<file path="src/design/mrp_pkg.sv">
// Shared types, codes and decode functions of the Modbus response PDU parser.
`timescale 1ns / 1ps

package mrp_pkg;

  // Result kinds, carried on tuser.
  localparam logic [1:0] RT_BIT    = 2'd0;
  localparam logic [1:0] RT_REG    = 2'd1;
  localparam logic [1:0] RT_STATUS = 2'd2;

  // Frame completion status codes.
  localparam logic [2:0] ST_OK     = 3'd0;
  localparam logic [2:0] ST_EXC    = 3'd1;
  localparam logic [2:0] ST_ODD    = 3'd2;
  localparam logic [2:0] ST_UNSUP  = 3'd3;
  localparam logic [2:0] ST_SHORT  = 3'd4;

  // Function code classes.
  localparam logic [1:0] KIND_BITS  = 2'd0;
  localparam logic [1:0] KIND_REGS  = 2'd1;
  localparam logic [1:0] KIND_WRITE = 2'd2;
  localparam logic [1:0] KIND_UNSUP = 2'd3;

  // Table codes.
  localparam logic [1:0] TBL_COILS    = 2'd0;
  localparam logic [1:0] TBL_DISCRETE = 2'd1;
  localparam logic [1:0] TBL_INPUT    = 2'd2;
  localparam logic [1:0] TBL_HOLDING  = 2'd3;

  // Function codes of interest.
  localparam logic [7:0] FC_RD_COILS    = 8'd1;
  localparam logic [7:0] FC_RD_DISCRETE = 8'd2;
  localparam logic [7:0] FC_RD_HOLDING  = 8'd3;
  localparam logic [7:0] FC_RD_INPUT    = 8'd4;
  localparam logic [7:0] FC_WR_COIL     = 8'd5;
  localparam logic [7:0] FC_WR_REG      = 8'd6;
  localparam logic [7:0] FC_WR_COILS    = 8'd15;
  localparam logic [7:0] FC_WR_REGS     = 8'd16;
  localparam logic [7:0] FC_RW_REGS     = 8'd23;

  // Request queue between front and back.
  localparam int QDEPTH = 2;
  localparam int QPTR_W = (QDEPTH > 1) ? $clog2(QDEPTH) : 1;
  localparam int QCNT_W = $clog2(QDEPTH + 1);

  typedef enum logic [3:0] {
    PH_CODE    = 4'b0001,
    PH_COUNT   = 4'b0010,
    PH_DATA    = 4'b0100,
    PH_DISCARD = 4'b1000
  } phase_t;

  // Work handed from the front to the back for one accepted byte.
  typedef struct packed {
    logic        emit_bits;    // eight bit results from value[7:0]
    logic        emit_reg;     // one register result
    logic        emit_status;  // completion result closes the frame
    logic [15:0] value;
    logic [10:0] index;
    logic [1:0]  tbl;
    logic [2:0]  status;
  } cmd_t;

  function automatic logic [1:0] code_kind(input logic [7:0] fc);
    logic [1:0] k;
    case (fc)
      FC_RD_COILS, FC_RD_DISCRETE:            k = KIND_BITS;
      FC_RD_HOLDING, FC_RD_INPUT, FC_RW_REGS: k = KIND_REGS;
      FC_WR_COIL, FC_WR_REG, FC_WR_COILS, FC_WR_REGS: k = KIND_WRITE;
      default:                                k = KIND_UNSUP;
    endcase
    return k;
  endfunction

  function automatic logic [1:0] code_table(input logic [7:0] fc);
    logic [1:0] t;
    case ({1'b0, fc[6:0]})
      FC_RD_COILS, FC_WR_COIL, FC_WR_COILS:            t = TBL_COILS;
      FC_RD_DISCRETE:                                  t = TBL_DISCRETE;
      FC_RD_INPUT:                                     t = TBL_INPUT;
      FC_RD_HOLDING, FC_WR_REG, FC_WR_REGS, FC_RW_REGS: t = TBL_HOLDING;
      default:                                         t = TBL_COILS;
    endcase
    return t;
  endfunction

endpackage

</file>
<file path="src/design/mrp_front.sv">
// Front end: accepts PDU bytes, tracks the frame and issues work requests.
`timescale 1ns / 1ps

module mrp_front import mrp_pkg::*; (
  input  logic       clk,
  input  logic       rst_n,
  input  logic       in_tvalid,
  input  logic       in_tready,
  input  logic [7:0] in_byte,
  input  logic       in_end,
  output logic       push,
  output cmd_t       push_cmd
);

  phase_t     phase_r, phase_nxt;
  logic [7:0] fc_r, fc_nxt;
  logic [7:0] cnt_r, cnt_nxt;
  logic [7:0] seen_r, seen_nxt;
  logic [7:0] hold_r, hold_nxt;
  logic [2:0] err_r, err_nxt;
  logic       accept;
  cmd_t       cmd;

  assign accept = in_tvalid && in_tready;

  always_comb begin
    phase_nxt = phase_r;
    fc_nxt    = fc_r;
    cnt_nxt   = cnt_r;
    seen_nxt  = seen_r;
    hold_nxt  = hold_r;
    err_nxt   = err_r;
    cmd       = '0;
    cmd.tbl   = code_table(fc_r);
    if (accept) begin
      case (phase_r)
        PH_CODE: begin
          fc_nxt   = in_byte;
          cnt_nxt  = '0;
          seen_nxt = '0;
          hold_nxt = '0;
          cmd.tbl  = code_table(in_byte);
          if (in_byte[7]) begin
            err_nxt   = ST_EXC;
            phase_nxt = PH_DISCARD;
          end else begin
            case (code_kind(in_byte))
              KIND_BITS, KIND_REGS: begin
                err_nxt   = ST_OK;
                phase_nxt = PH_COUNT;
              end
              KIND_WRITE: begin
                err_nxt   = ST_OK;
                phase_nxt = PH_DISCARD;
              end
              default: begin
                err_nxt   = ST_UNSUP;
                phase_nxt = PH_DISCARD;
              end
            endcase
          end
        end
        PH_COUNT: begin
          cnt_nxt = in_byte;
          if ((code_kind(fc_r) == KIND_REGS) && in_byte[0]) begin
            err_nxt   = ST_ODD;
            phase_nxt = PH_DISCARD;
          end else begin
            phase_nxt = PH_DATA;
          end
        end
        PH_DATA: begin
          if (seen_r < cnt_r) begin
            if (code_kind(fc_r) == KIND_BITS) begin
              cmd.emit_bits = 1'b1;
              cmd.value     = {8'd0, in_byte};
              cmd.index     = {seen_r, 3'd0};
            end else if (seen_r[0]) begin
              cmd.emit_reg = 1'b1;
              cmd.value    = {hold_r, in_byte};
              cmd.index    = {4'd0, seen_r[7:1]};
            end else begin
              hold_nxt = in_byte;
            end
            seen_nxt = seen_r + 8'd1;
          end
        end
        default: ;
      endcase
      if (in_end) begin
        // Close the frame: short if the count or data never fully arrived.
        cmd.emit_status = 1'b1;
        if ((phase_nxt == PH_COUNT) ||
            ((phase_nxt == PH_DATA) && (seen_nxt < cnt_nxt))) begin
          cmd.status = ST_SHORT;
        end else begin
          cmd.status = err_nxt;
        end
        phase_nxt = PH_CODE;
        fc_nxt    = '0;
        cnt_nxt   = '0;
        seen_nxt  = '0;
        hold_nxt  = '0;
        err_nxt   = ST_OK;
      end
    end
  end

  assign push     = accept && (cmd.emit_bits || cmd.emit_reg || cmd.emit_status);
  assign push_cmd = cmd;

  always_ff @(posedge clk) begin
    if (!rst_n) begin
      phase_r <= PH_CODE;
      fc_r    <= '0;
      cnt_r   <= '0;
      seen_r  <= '0;
      hold_r  <= '0;
      err_r   <= ST_OK;
    end else begin
      phase_r <= phase_nxt;
      fc_r    <= fc_nxt;
      cnt_r   <= cnt_nxt;
      seen_r  <= seen_nxt;
      hold_r  <= hold_nxt;
      err_r   <= err_nxt;
    end
  end

endmodule

</file>
<file path="src/design/mrp_cmd_fifo.sv">
// Short request queue between the front end and the result serialiser.
`timescale 1ns / 1ps

module mrp_cmd_fifo import mrp_pkg::*; (
  input  logic clk,
  input  logic rst_n,
  input  logic push,
  input  cmd_t push_cmd,
  input  logic pop,
  output cmd_t head_cmd,
  output logic not_empty,
  output logic full
);

  cmd_t              mem_r [QDEPTH];
  logic [QPTR_W-1:0] wr_ptr_r, wr_ptr_nxt;
  logic [QPTR_W-1:0] rd_ptr_r, rd_ptr_nxt;
  logic [QCNT_W-1:0] cnt_r, cnt_nxt;
  logic              do_push, do_pop;

  assign full      = (cnt_r == QCNT_W'(QDEPTH));
  assign not_empty = (cnt_r != '0);
  assign head_cmd  = mem_r[rd_ptr_r];
  assign do_push   = push && !full;
  assign do_pop    = pop && not_empty;

  always_comb begin
    wr_ptr_nxt = wr_ptr_r;
    rd_ptr_nxt = rd_ptr_r;
    cnt_nxt    = cnt_r;
    if (do_push) begin
      wr_ptr_nxt = (wr_ptr_r == QPTR_W'(QDEPTH - 1)) ? '0 : wr_ptr_r + QPTR_W'(1);
    end
    if (do_pop) begin
      rd_ptr_nxt = (rd_ptr_r == QPTR_W'(QDEPTH - 1)) ? '0 : rd_ptr_r + QPTR_W'(1);
    end
    if (do_push && !do_pop) begin
      cnt_nxt = cnt_r + QCNT_W'(1);
    end else if (do_pop && !do_push) begin
      cnt_nxt = cnt_r - QCNT_W'(1);
    end
  end

  always_ff @(posedge clk) begin
    if (do_push) begin
      mem_r[wr_ptr_r] <= push_cmd;
    end
  end

  always_ff @(posedge clk) begin
    if (!rst_n) begin
      wr_ptr_r <= '0;
      rd_ptr_r <= '0;
      cnt_r    <= '0;
    end else begin
      wr_ptr_r <= wr_ptr_nxt;
      rd_ptr_r <= rd_ptr_nxt;
      cnt_r    <= cnt_nxt;
    end
  end

endmodule

</file>
<file path="src/design/mrp_back.sv">
// Back end: expands queued requests into result items, one per cycle while the output is not stalled.
`timescale 1ns / 1ps

module mrp_back import mrp_pkg::*; (
  input  logic        clk,
  input  logic        rst_n,
  input  cmd_t        head_cmd,
  input  logic        not_empty,
  output logic        pop,
  output logic        out_tvalid,
  input  logic        out_tready,
  output logic [31:0] out_tdata,
  output logic [1:0]  out_tuser,
  output logic        out_tlast
);

  logic        valid_r, valid_nxt;
  logic [31:0] data_r, data_nxt;
  logic [1:0]  user_r, user_nxt;
  logic        last_r, last_nxt;
  logic [2:0]  bit_idx_r, bit_idx_nxt;
  logic        vals_done_r, vals_done_nxt;
  logic        load, vals_pending;

  assign load         = not_empty && (!valid_r || out_tready);
  assign vals_pending = (head_cmd.emit_bits || head_cmd.emit_reg) && !vals_done_r;

  always_comb begin
    valid_nxt     = valid_r && !out_tready;
    data_nxt      = data_r;
    user_nxt      = user_r;
    last_nxt      = last_r;
    bit_idx_nxt   = bit_idx_r;
    vals_done_nxt = vals_done_r;
    pop           = 1'b0;
    if (load) begin
      valid_nxt = 1'b1;
      if (vals_pending && head_cmd.emit_bits) begin
        user_nxt    = RT_BIT;
        last_nxt    = 1'b0;
        data_nxt    = {ST_OK, head_cmd.tbl, head_cmd.index[10:3], bit_idx_r,
                       15'd0, head_cmd.value[bit_idx_r]};
        bit_idx_nxt = bit_idx_r + 3'd1;
        if (bit_idx_r == 3'd7) begin
          if (head_cmd.emit_status) begin
            vals_done_nxt = 1'b1;
          end else begin
            pop = 1'b1;
          end
        end
      end else if (vals_pending) begin
        user_nxt = RT_REG;
        last_nxt = 1'b0;
        data_nxt = {ST_OK, head_cmd.tbl, head_cmd.index, head_cmd.value};
        if (head_cmd.emit_status) begin
          vals_done_nxt = 1'b1;
        end else begin
          pop = 1'b1;
        end
      end else begin
        user_nxt      = RT_STATUS;
        last_nxt      = 1'b1;
        data_nxt      = {head_cmd.status, head_cmd.tbl, 11'd0, 16'd0};
        vals_done_nxt = 1'b0;
        pop           = 1'b1;
      end
    end
  end

  always_ff @(posedge clk) begin
    if (!rst_n) begin
      valid_r     <= 1'b0;
      bit_idx_r   <= '0;
      vals_done_r <= 1'b0;
    end else begin
      valid_r     <= valid_nxt;
      bit_idx_r   <= bit_idx_nxt;
      vals_done_r <= vals_done_nxt;
    end
  end

  always_ff @(posedge clk) begin
    data_r <= data_nxt;
    user_r <= user_nxt;
    last_r <= last_nxt;
  end

  assign out_tvalid = valid_r;
  assign out_tdata  = data_r;
  assign out_tuser  = user_r;
  assign out_tlast  = last_r;

endmodule

</file>
<file path="src/design/modbus_response_pdu_parser_core.sv">
// Top level of the Modbus response PDU parser: front end, request queue, serialiser.
//
//  Channel | Dir | Handshake           | Payload
//  --------+-----+---------------------+--------------------------------------------
//  in_     | in  | in_tvalid/in_tready | tdata[7:0] pdu_byte, tlast frame_end
//  out_    | out | out_tvalid/tready   | tuser result_type, tdata value/index/table/
//          |     |                     | status, tlast last
//
// A byte yields one request to the queue at most; its results pass through the
// queue and the output register. A coil or discrete-input data byte yields eight
// bit results in the serialiser (one bit result per cycle while the output is not
// stalled), then a completion result when it also ends the frame; any other
// byte's request yields one result, or two for a register byte ending the frame.
// rst_n is synchronous, active low; it returns the frame tracker to the
// function-code phase and empties the queue.
// A stalled result holds in the output register; the front keeps taking
// bytes until the queue fills, then every byte waits until a request leaves.
`timescale 1ns / 1ps

module modbus_response_pdu_parser_core import mrp_pkg::*; (
  input  logic        clk,
  input  logic        rst_n,
  input  logic        in_tvalid,
  output logic        in_tready,
  input  logic [7:0]  in_tdata,   // [7:0] pdu_byte
  input  logic        in_tlast,   // frame_end
  output logic        out_tvalid,
  input  logic        out_tready,
  output logic [31:0] out_tdata,  // [15:0] value, [26:16] value_index,
                                  // [28:27] table_type, [31:29] status
  output logic [1:0]  out_tuser,  // [1:0] result_type
  output logic        out_tlast   // last
);

  logic push, pop, q_not_empty, q_full;
  cmd_t push_cmd, head_cmd;

  // Accept a byte whenever the queue has room for its request.
  assign in_tready = !q_full;

  mrp_front u_front (
    .clk      (clk),
    .rst_n    (rst_n),
    .in_tvalid(in_tvalid),
    .in_tready(in_tready),
    .in_byte  (in_tdata),
    .in_end   (in_tlast),
    .push     (push),
    .push_cmd (push_cmd)
  );

  mrp_cmd_fifo u_queue (
    .clk      (clk),
    .rst_n    (rst_n),
    .push     (push),
    .push_cmd (push_cmd),
    .pop      (pop),
    .head_cmd (head_cmd),
    .not_empty(q_not_empty),
    .full     (q_full)
  );

  mrp_back u_back (
    .clk       (clk),
    .rst_n     (rst_n),
    .head_cmd  (head_cmd),
    .not_empty (q_not_empty),
    .pop       (pop),
    .out_tvalid(out_tvalid),
    .out_tready(out_tready),
    .out_tdata (out_tdata),
    .out_tuser (out_tuser),
    .out_tlast (out_tlast)
  );

endmodule

</file>
<file path="config.mk">
export PLATFORM = sky130hd
export DESIGN_NAME = modbus_response_pdu_parser_core
export DESIGN_NICKNAME = d
export VERILOG_FILES = /design/src/design/mrp_pkg.sv /design/src/design/mrp_front.sv /design/src/design/mrp_cmd_fifo.sv /design/src/design/mrp_back.sv /design/src/design/modbus_response_pdu_parser_core.sv
export SDC_FILE = /design/constraint.sdc
export NUM_CORES = 1
export LEC_CHECK = 0
export BUFFER_PORTS_ARGS = -buffer_cell sky130_fd_sc_hd__buf_4
export CAP_MARGIN = 20
export CORE_MARGIN = 1
export CORE_UTILIZATION = 27
export CTS_CLUSTER_DIAMETER = 60
export DETAILED_ROUTE_END_ITERATION = 6
export PLACE_DENSITY_LB_ADDON = 0.12
export SYNTH_ARGS = -nofsm -noshare
export SYNTH_HDL_FRONTEND = slang
export SYNTH_SLANG_ARGS = --single-unit
</file>
<file path="constraint.sdc">
create_clock -name clk -period 6.2 [get_ports clk]
set_input_delay 1.24 -clock clk [delete_from_list [all_inputs] [get_ports clk]]
set_output_delay 1.24 -clock clk [all_outputs]
set_load 0.05 [all_outputs]
</file>
Word-level counts from Yosys, hierarchy flattened
Memories as Yosys holds them, arrays and structs flattened. A register that Yosys moved wholly into a read port is not among the register bits.
Cells that the tools add are included.
- add/sub/neg operators: 6
- magnitude comparators: 3
- eq/ne operators: 14
- mux-type cells: 82
- bitwise gates (word level): 1
- reduce and logical (&&, ||, !) cells: 41
- operators with widths (operator ; number):
    $mux 27 ; 6
    $mux 8 ; 11
    $pmux 8 s2 ; 3
    $mux 2 ; 21
    $mux 35 ; 1
    $mux 5 ; 6
    $mux 1 ; 22
    $mux 4 ; 5
    $lt 8x8->1 ; 2
    $logic_and 1x1->1 ; 12
    $mux 3 ; 4
    $add 8x1->8 const B ; 1
    $eq 4x2->1 const B ; 2
    $eq 4x3->1 const B ; 2
    $logic_not 2->1 ; 4
    $pmux 4 s2 ; 1
    $logic_not 1->1 ; 6
    $logic_not 3->1 ; 2
    $ne 3x3->1 const B ; 2
    $pmux 3 s2 ; 1
    $reduce_and 2->1 ; 3
    $reduce_bool 2->1 ; 3
    $reduce_or 2->1 ; 3
    $logic_or 1x1->1 ; 5
    16 further kinds ; 19
- register bits: 83
- bits in writable memories: 70
- ROM bits: 320
- input port bits: 13
- output and inout bits: 37
- word-level logic and storage cells: 170
- memories kept: 6
- memory list (memory ; depth ; bits a word ; read ports ; clocked after memory_dff ; write ports ; line ; text):
    u_queue.mem_r ; 2 ; 35 ; 1 ; 1 ; 1 ; mrp_cmd_fifo.sv:15 ; cmd_t mem_r [QDEPTH];
    (name not given) ; 32 ; 2 ; 1 ; 1 ; 0 ; mrp_pkg.sv:77 ; case ({1'b0, fc[6:0]})
    (name not given) ; 32 ; 2 ; 1 ; 0 ; 0 ; mrp_pkg.sv:77 ;
    (name not given) ; 32 ; 2 ; 1 ; 0 ; 0 ; mrp_pkg.sv:66 ; case (fc)
    (name not given) ; 32 ; 2 ; 1 ; 1 ; 0 ; mrp_pkg.sv:66 ;
    (name not given) ; 32 ; 2 ; 1 ; 1 ; 0 ; mrp_pkg.sv:66 ;

Logic depth before layout (Yosys ltp)
- depth after elaboration: 25
- depth in mapped cells: 16
- mapped depth without buffers: 16

Cells and area by module
From an unflattened synthesis, not the netlist that was laid out.
- cells, all modules: 663
- area total of the unflattened synthesis: 7571.0 um2
- by module, submodules not included (module ; times used ; cells each ; area each (um2) ; sequential area each (um2)):
    mrp_front ; 1 ; 421 ; 3188.1 ; 860.8
    mrp_cmd_fifo ; 1 ; 134 ; 2760.1 ; 2202.1
    mrp_back ; 1 ; 107 ; 1619.1 ; 1121.1
    modbus_response_pdu_parser_core ; 1 ; 1 ; 3.8 ; 0.0

Least setup slack after synthesis
OpenSTA, ideal clock, no wires.
- kind: input-to-reg
- start: input in_tvalid
- end: memory u_queue.mem_r[0][0] in the netlist's numbering, enable pin
- setup time: 0.429 ns
- arrival: 3.198 ns
- required time: 5.771 ns
- path slack: 2.573 ns
- stages: 4
- buffers on the path: 1
- path through: and2_1 clkbuf_1 o21ai_0 nor2_1
- word-level cells in the longest chain between the ends: 8
- ends and longest elaborated chain (item ; line ; text):
    start, declared ; modbus_response_pdu_parser_core.sv:23 ; input logic in_tvalid,
    $logic_and 1x1->1 (*) ; mrp_front.sv:24 ; assign accept = in_tvalid && in_tready;
    $mux 35 ; mrp_front.sv:35 ; if (accept) begin
    $logic_or 1x1->1 (2 in a row) ; mrp_front.sv:109 ; assign push = accept && (cmd.emit_bits || cmd.emit_reg || cmd.emit_status);
    $logic_and 1x1->1 (*) ; mrp_front.sv:109 ;
    $logic_and 1x1->1 (*) ; mrp_cmd_fifo.sv:24 ; assign do_push = push && !full;
    $mux 1 (*) ; mrp_cmd_fifo.sv:45 ; if (do_push) begin
    $mux 1 (implied by the code) (*) ; mrp_cmd_fifo.sv:46 ; mem_r[wr_ptr_r] <= push_cmd;
    end, declared ; mrp_cmd_fifo.sv:15 ;
Every way passes the cells marked *; elsewhere a longest branch is shown, timed or not.

==> PnR_summary.wiki <==
{| class="wikitable"
! Metric !! Value
|-
| Register area || 0.00419 mm^2
|-
| Run status || completed
|-
| Syn nets || 695
|-
| Cell-by-cell trace of the critical path || ha_1 -> a211o_1 -> a31oi_1 -> o221a_4 -> and3_4 -> and4_1 -> mux2i_1 -> ha_1 -> a211o_1 -> o211ai_1 -> o311ai_0 -> nor3_1 -> nand2_1 -> o211ai_1 -> nor2_1
|-
| Row count || 60
|-
| Insertion delay of the later-clocked pin in the worst-skew pair || 0.42 ns
|-
| Total routed wirelength || 18.3 mm
|-
| Combined area of all synthesized cells || 0.00735 mm^2
|-
| Total gr overflow || 0
|-
| VDD IR-drop max || 0.158 mV
|-
| Prevailing post-synth register cell || sky130_fd_sc_hd__edfxtp_1
|-
| Global-route wire length before repair || 29.0 mm
|-
| Seq/Total Area, Yosys || 56.9%
|-
| Post-synth cell types || 64
|-
| Class of the tightest hold or removal check || reg -> reg
|-
| Count of buffering cells on the critical path with inverters included || 0
|-
| Slowest cell on crit path || sky130_fd_sc_hd__dfxtp_1
|-
| Post-route setup slack || 2.02 ns
|-
| Footprint of the multi-input gates || 0.00295 mm^2
|-
| Mean instance size in the synthesized netlist || 11.2 um^2
|-
| Multiplexer share of the synthesized area || 6.79%
|-
| Clock tree buffer depth || 2
|-
| Power density over the cells || 415 mW/mm^2
|-
| Hold wc startpoint || u_front.hold_r[0]
|-
| Slew at the pin with the worst max-slew slack || 1.10 ns
|-
| Number of non-filler instances in the completed layout || 1051
|-
| Fill count || 2704
|-
| Seq cells post-synth || 157
|-
| Endpoint required time on the critical path || 6.36 ns
|-
| Reported max-cap violation count || 0
|-
| Iter 0 DRT Violations || 331
|-
| Floorplan die area || 0.0279 mm^2
|-
| Share of synthesized cell area in full adder, half adder and majority cells || 4.42%
|-
| Gpl congestion || 0.838
|-
| Nets || 736
|-
| Layout-stage area growth over the synthesis result || 17.3%
|-
| Quantity of hold-fixing buffers added after cts || 0
|-
| Setup crit start kind || flip-flop
|-
| Count of final max-slew check failures || 0
|-
| Hold violation count in the final report || 0
|-
| Initial Util || 27.4%
|-
| Via count of the first global-routing pass || 5101
|-
| Kind of critical path || reg -> reg
|-
| Number of H-tree levels || 4
|-
| Peak clock frequency supported by timing || 239 MHz
|-
| Number of synthesized flops with an enable pin || 104
|-
| Async set-reset flop share out of synthesis || 0%
|-
| Type of destination of the critical path || flip-flop
|-
| Half-perimeter wire length of the detailed placement result || 12.3 mm
|-
| Worst clock skew || 0.0119 ns
|-
| Clock-pin slew of the registers on the worst-case setup and hold paths || 0.06 ns
|-
| Basic-gate share of the synthesized area counting and, or, nand and nor cells || 16.7%
|-
| Ports placed on the boundary || 50
|-
| Share of the core filled with cells in the final layout || 32.2%
|-
| Critical Path AT || 4.33 ns
|-
| Final setup violation count || 0
|-
| Unrepaired setup endpoints after global routing || false
|-
| Peak fanout along the critical path || 13
|-
| Post-layout minimum cycle time || 4.18 ns
|-
| Root buf cell || sky130_fd_sc_hd__clkbuf_16
|-
| Post-CTS Setup Bufs || 0
|-
| Resized cells post-CTS || 0
|-
| Total leakage power || 3.12 nW
|-
| Yosys warns || 0
|-
| Overall routing resource usage || 13.6%
|-
| Period utilization || 67.4%
|-
| Cts bufs inserted || 17
|-
| Overall via count from detail_route || 5034
|-
| Length of the first detailed-routing pass in iterations || 4
|-
| Horizontal die dimension || 167 um
|-
| Largest stage delay on the critical path || 0.56 ns
|-
| Largest net degree at the start of global routing || 59
|-
| Clock tree from TritonCTS || done
|-
| Post-synthesis share of cell area spent on xor and xnor gates || 0.476%
|-
| Cell count after placement || 1019
|-
| Total negative setup slack || 0 ns
|-
| Input/output buffers || 49
|-
| DR vias/cell || 4.79
|-
| Top delay family on crit path || compound AO/OA/AOI/OAI gates
|-
| Vertical die dimension || 167 um
|-
| First element of the critical path || u_front.seen_r[2]
|-
| Fraction of final layout cells with drive strength greater than 1 || 15.6%
|-
| Antenna Cells || 0
|-
| Number of clock sinks || 157
|-
| Number of antenna-violating nets in the routed design || 0
|-
| Compound-cell area share of the yosys netlist || 11.6%
|-
| Number of remaining DRC errors || 0
|-
| Antenna violations before repair || 0
|-
| Largest family of logic cells by synthesized area || simple AND/OR/NAND/NOR gates
|-
| Post-DR wirelength/cell || 17.4 um
|-
| Floorplan core area || 0.0268 mm^2
|-
| Origin of the critical flop-to-flop path || u_front.seen_r[2]
|-
| Pre-CTS WS || 2.05 ns
|-
| Slew HR || 26.8%
|-
| Instance count of the mapped netlist || 656
|}
-- worst paths after layout --
check	end	cells after the start	slack (ns)
worst min-delay path	u_front.hold_r[0]	2	0.46
worst min register to register	u_front.hold_r[0]	2	0.46
worst max register to register	u_queue.mem_r[1][0]	15	2.02
worst max-delay path	u_queue.mem_r[1][0]	15	2.02
-- cells in the final DEF (no fill, tap or decap), types with 17 or more instances in the layout --
cell type and n:
sky130_fd_sc_hd__a21oi_1 18, sky130_fd_sc_hd__and2_1 26, sky130_fd_sc_hd__buf_4 57, sky130_fd_sc_hd__clkbuf_16 17, sky130_fd_sc_hd__dfxtp_1 52, sky130_fd_sc_hd__edfxtp_1 104, sky130_fd_sc_hd__ha_1 26, sky130_fd_sc_hd__inv_1 20
sky130_fd_sc_hd__mux2i_1 42, sky130_fd_sc_hd__nand2_1 46, sky130_fd_sc_hd__nand3_1 26, sky130_fd_sc_hd__nor2_1 71, sky130_fd_sc_hd__nor2b_1 19, sky130_fd_sc_hd__o21ai_0 29
-- stage by stage --
step / power [mW] / hold WS [ns] / cell area [um^2]
5_1_grt: 3.75 / 0.478 / 8630
3_5_place_dp: 2.65 / 0.448 / 8080
6_report: 3.58 / 0.456 / 8630
2_1_floorplan: 2.28 / 0.432 / 7350
3_3_place_gp: 2.63 / 0.445 / 8060
4_1_cts: 3.63 / 0.456 / 8630
-- per-layer routing --
metal  up-vias  share of wire (%)  global-route usage (%)
met5         -                  0                       0
met4         0                1.4                    4.63
met3        13                3.9                    2.38
met2       104                 47                    22.4
met1      2443                 48                    17.9
li1       2474                  -                       -
-- cell type report --
class / count / share of cell area [%]
timing repair buffer: 58 / 5.19
clock inverter: 14 / 1.25
sequential: 157 / 48.5
inverter: 20 / 0.870
tap: 341 / 4.94
clock buffer: 18 / 5.09
multi-input combinational: 443 / 34.2
-- logic make-up (layout without fill, tap and decap cells) --
family,Yosys count,after routing
buffers and inverters,56,110
AO/OA/AOI/OAI,125,125
flip-flops,157,157
AND/OR/NAND/NOR,241,241
adder cells (fa/ha/maj),26,26
multiplexers,47,47
XOR/XNOR,4,4
-- tightest hold or removal path: stages (launching register included) --
cell,delay (ns)
sky130_fd_sc_hd__dfxtp_1,0.31
sky130_fd_sc_hd__nand3_1,0.06
sky130_fd_sc_hd__o21ai_1,0.05
-- where the power goes --
group	switching (mW)	internal [mW]	total [mW]	leakage [nW]
clock network	0.445	0.530	0.974	0.267
registers	0.0697	1.35	1.42	1.44
logic	0.845	0.341	1.19	1.41
-- sequential cells by signal (all words and copies together), names as in the netlist, named ones only --
signal              flops
u_queue.mem_r          70
u_back.bit_idx_r        3
u_front.fc_r            8
u_back.vals_done_r      1
u_front.seen_r          8
u_back.out_tuser        2
u_queue.wr_ptr_r        1
u_queue.cnt_r           2
u_back.out_tdata       32
u_front.phase_r         4
u_back.out_tvalid       1
u_front.cnt_r           8
u_front.hold_r          8
u_queue.rd_ptr_r        1
u_front.err_r           3
-- cells in the mapped netlist (all sizes together) (3+ instances only) --
master / instances / area share (%)
and3: 9 / 0.83
o211ai: 9 / 0.92
nor3: 8 / 0.54
a21oi: 18 / 1.2
a31oi: 4 / 0.34
nor2b: 19 / 1.6
mux2: 3 / 0.46
a211o: 5 / 0.60
nand2b: 5 / 0.43
mux2i: 42 / 5.7
dfxtp: 53 / 14
o311ai: 3 / 0.36
nand3: 26 / 1.8
or3: 5 / 0.43
or2: 5 / 0.43
inv: 20 / 1.0
ha: 26 / 4.4
nor2: 72 / 3.7
a22oi: 15 / 1.5
a21boi: 3 / 0.31
a211oi: 4 / 0.58
and2: 27 / 2.3
nand2: 46 / 2.3
nand4b: 4 / 0.48
nor3b: 3 / 0.37
o21bai: 3 / 0.31
edfxtp: 104 / 42
buf: 10 / 0.77
clkbuf: 26 / 1.3
o21ai: 35 / 2.4
o21a: 10 / 1.0
(Power assumes the default switching activity.)
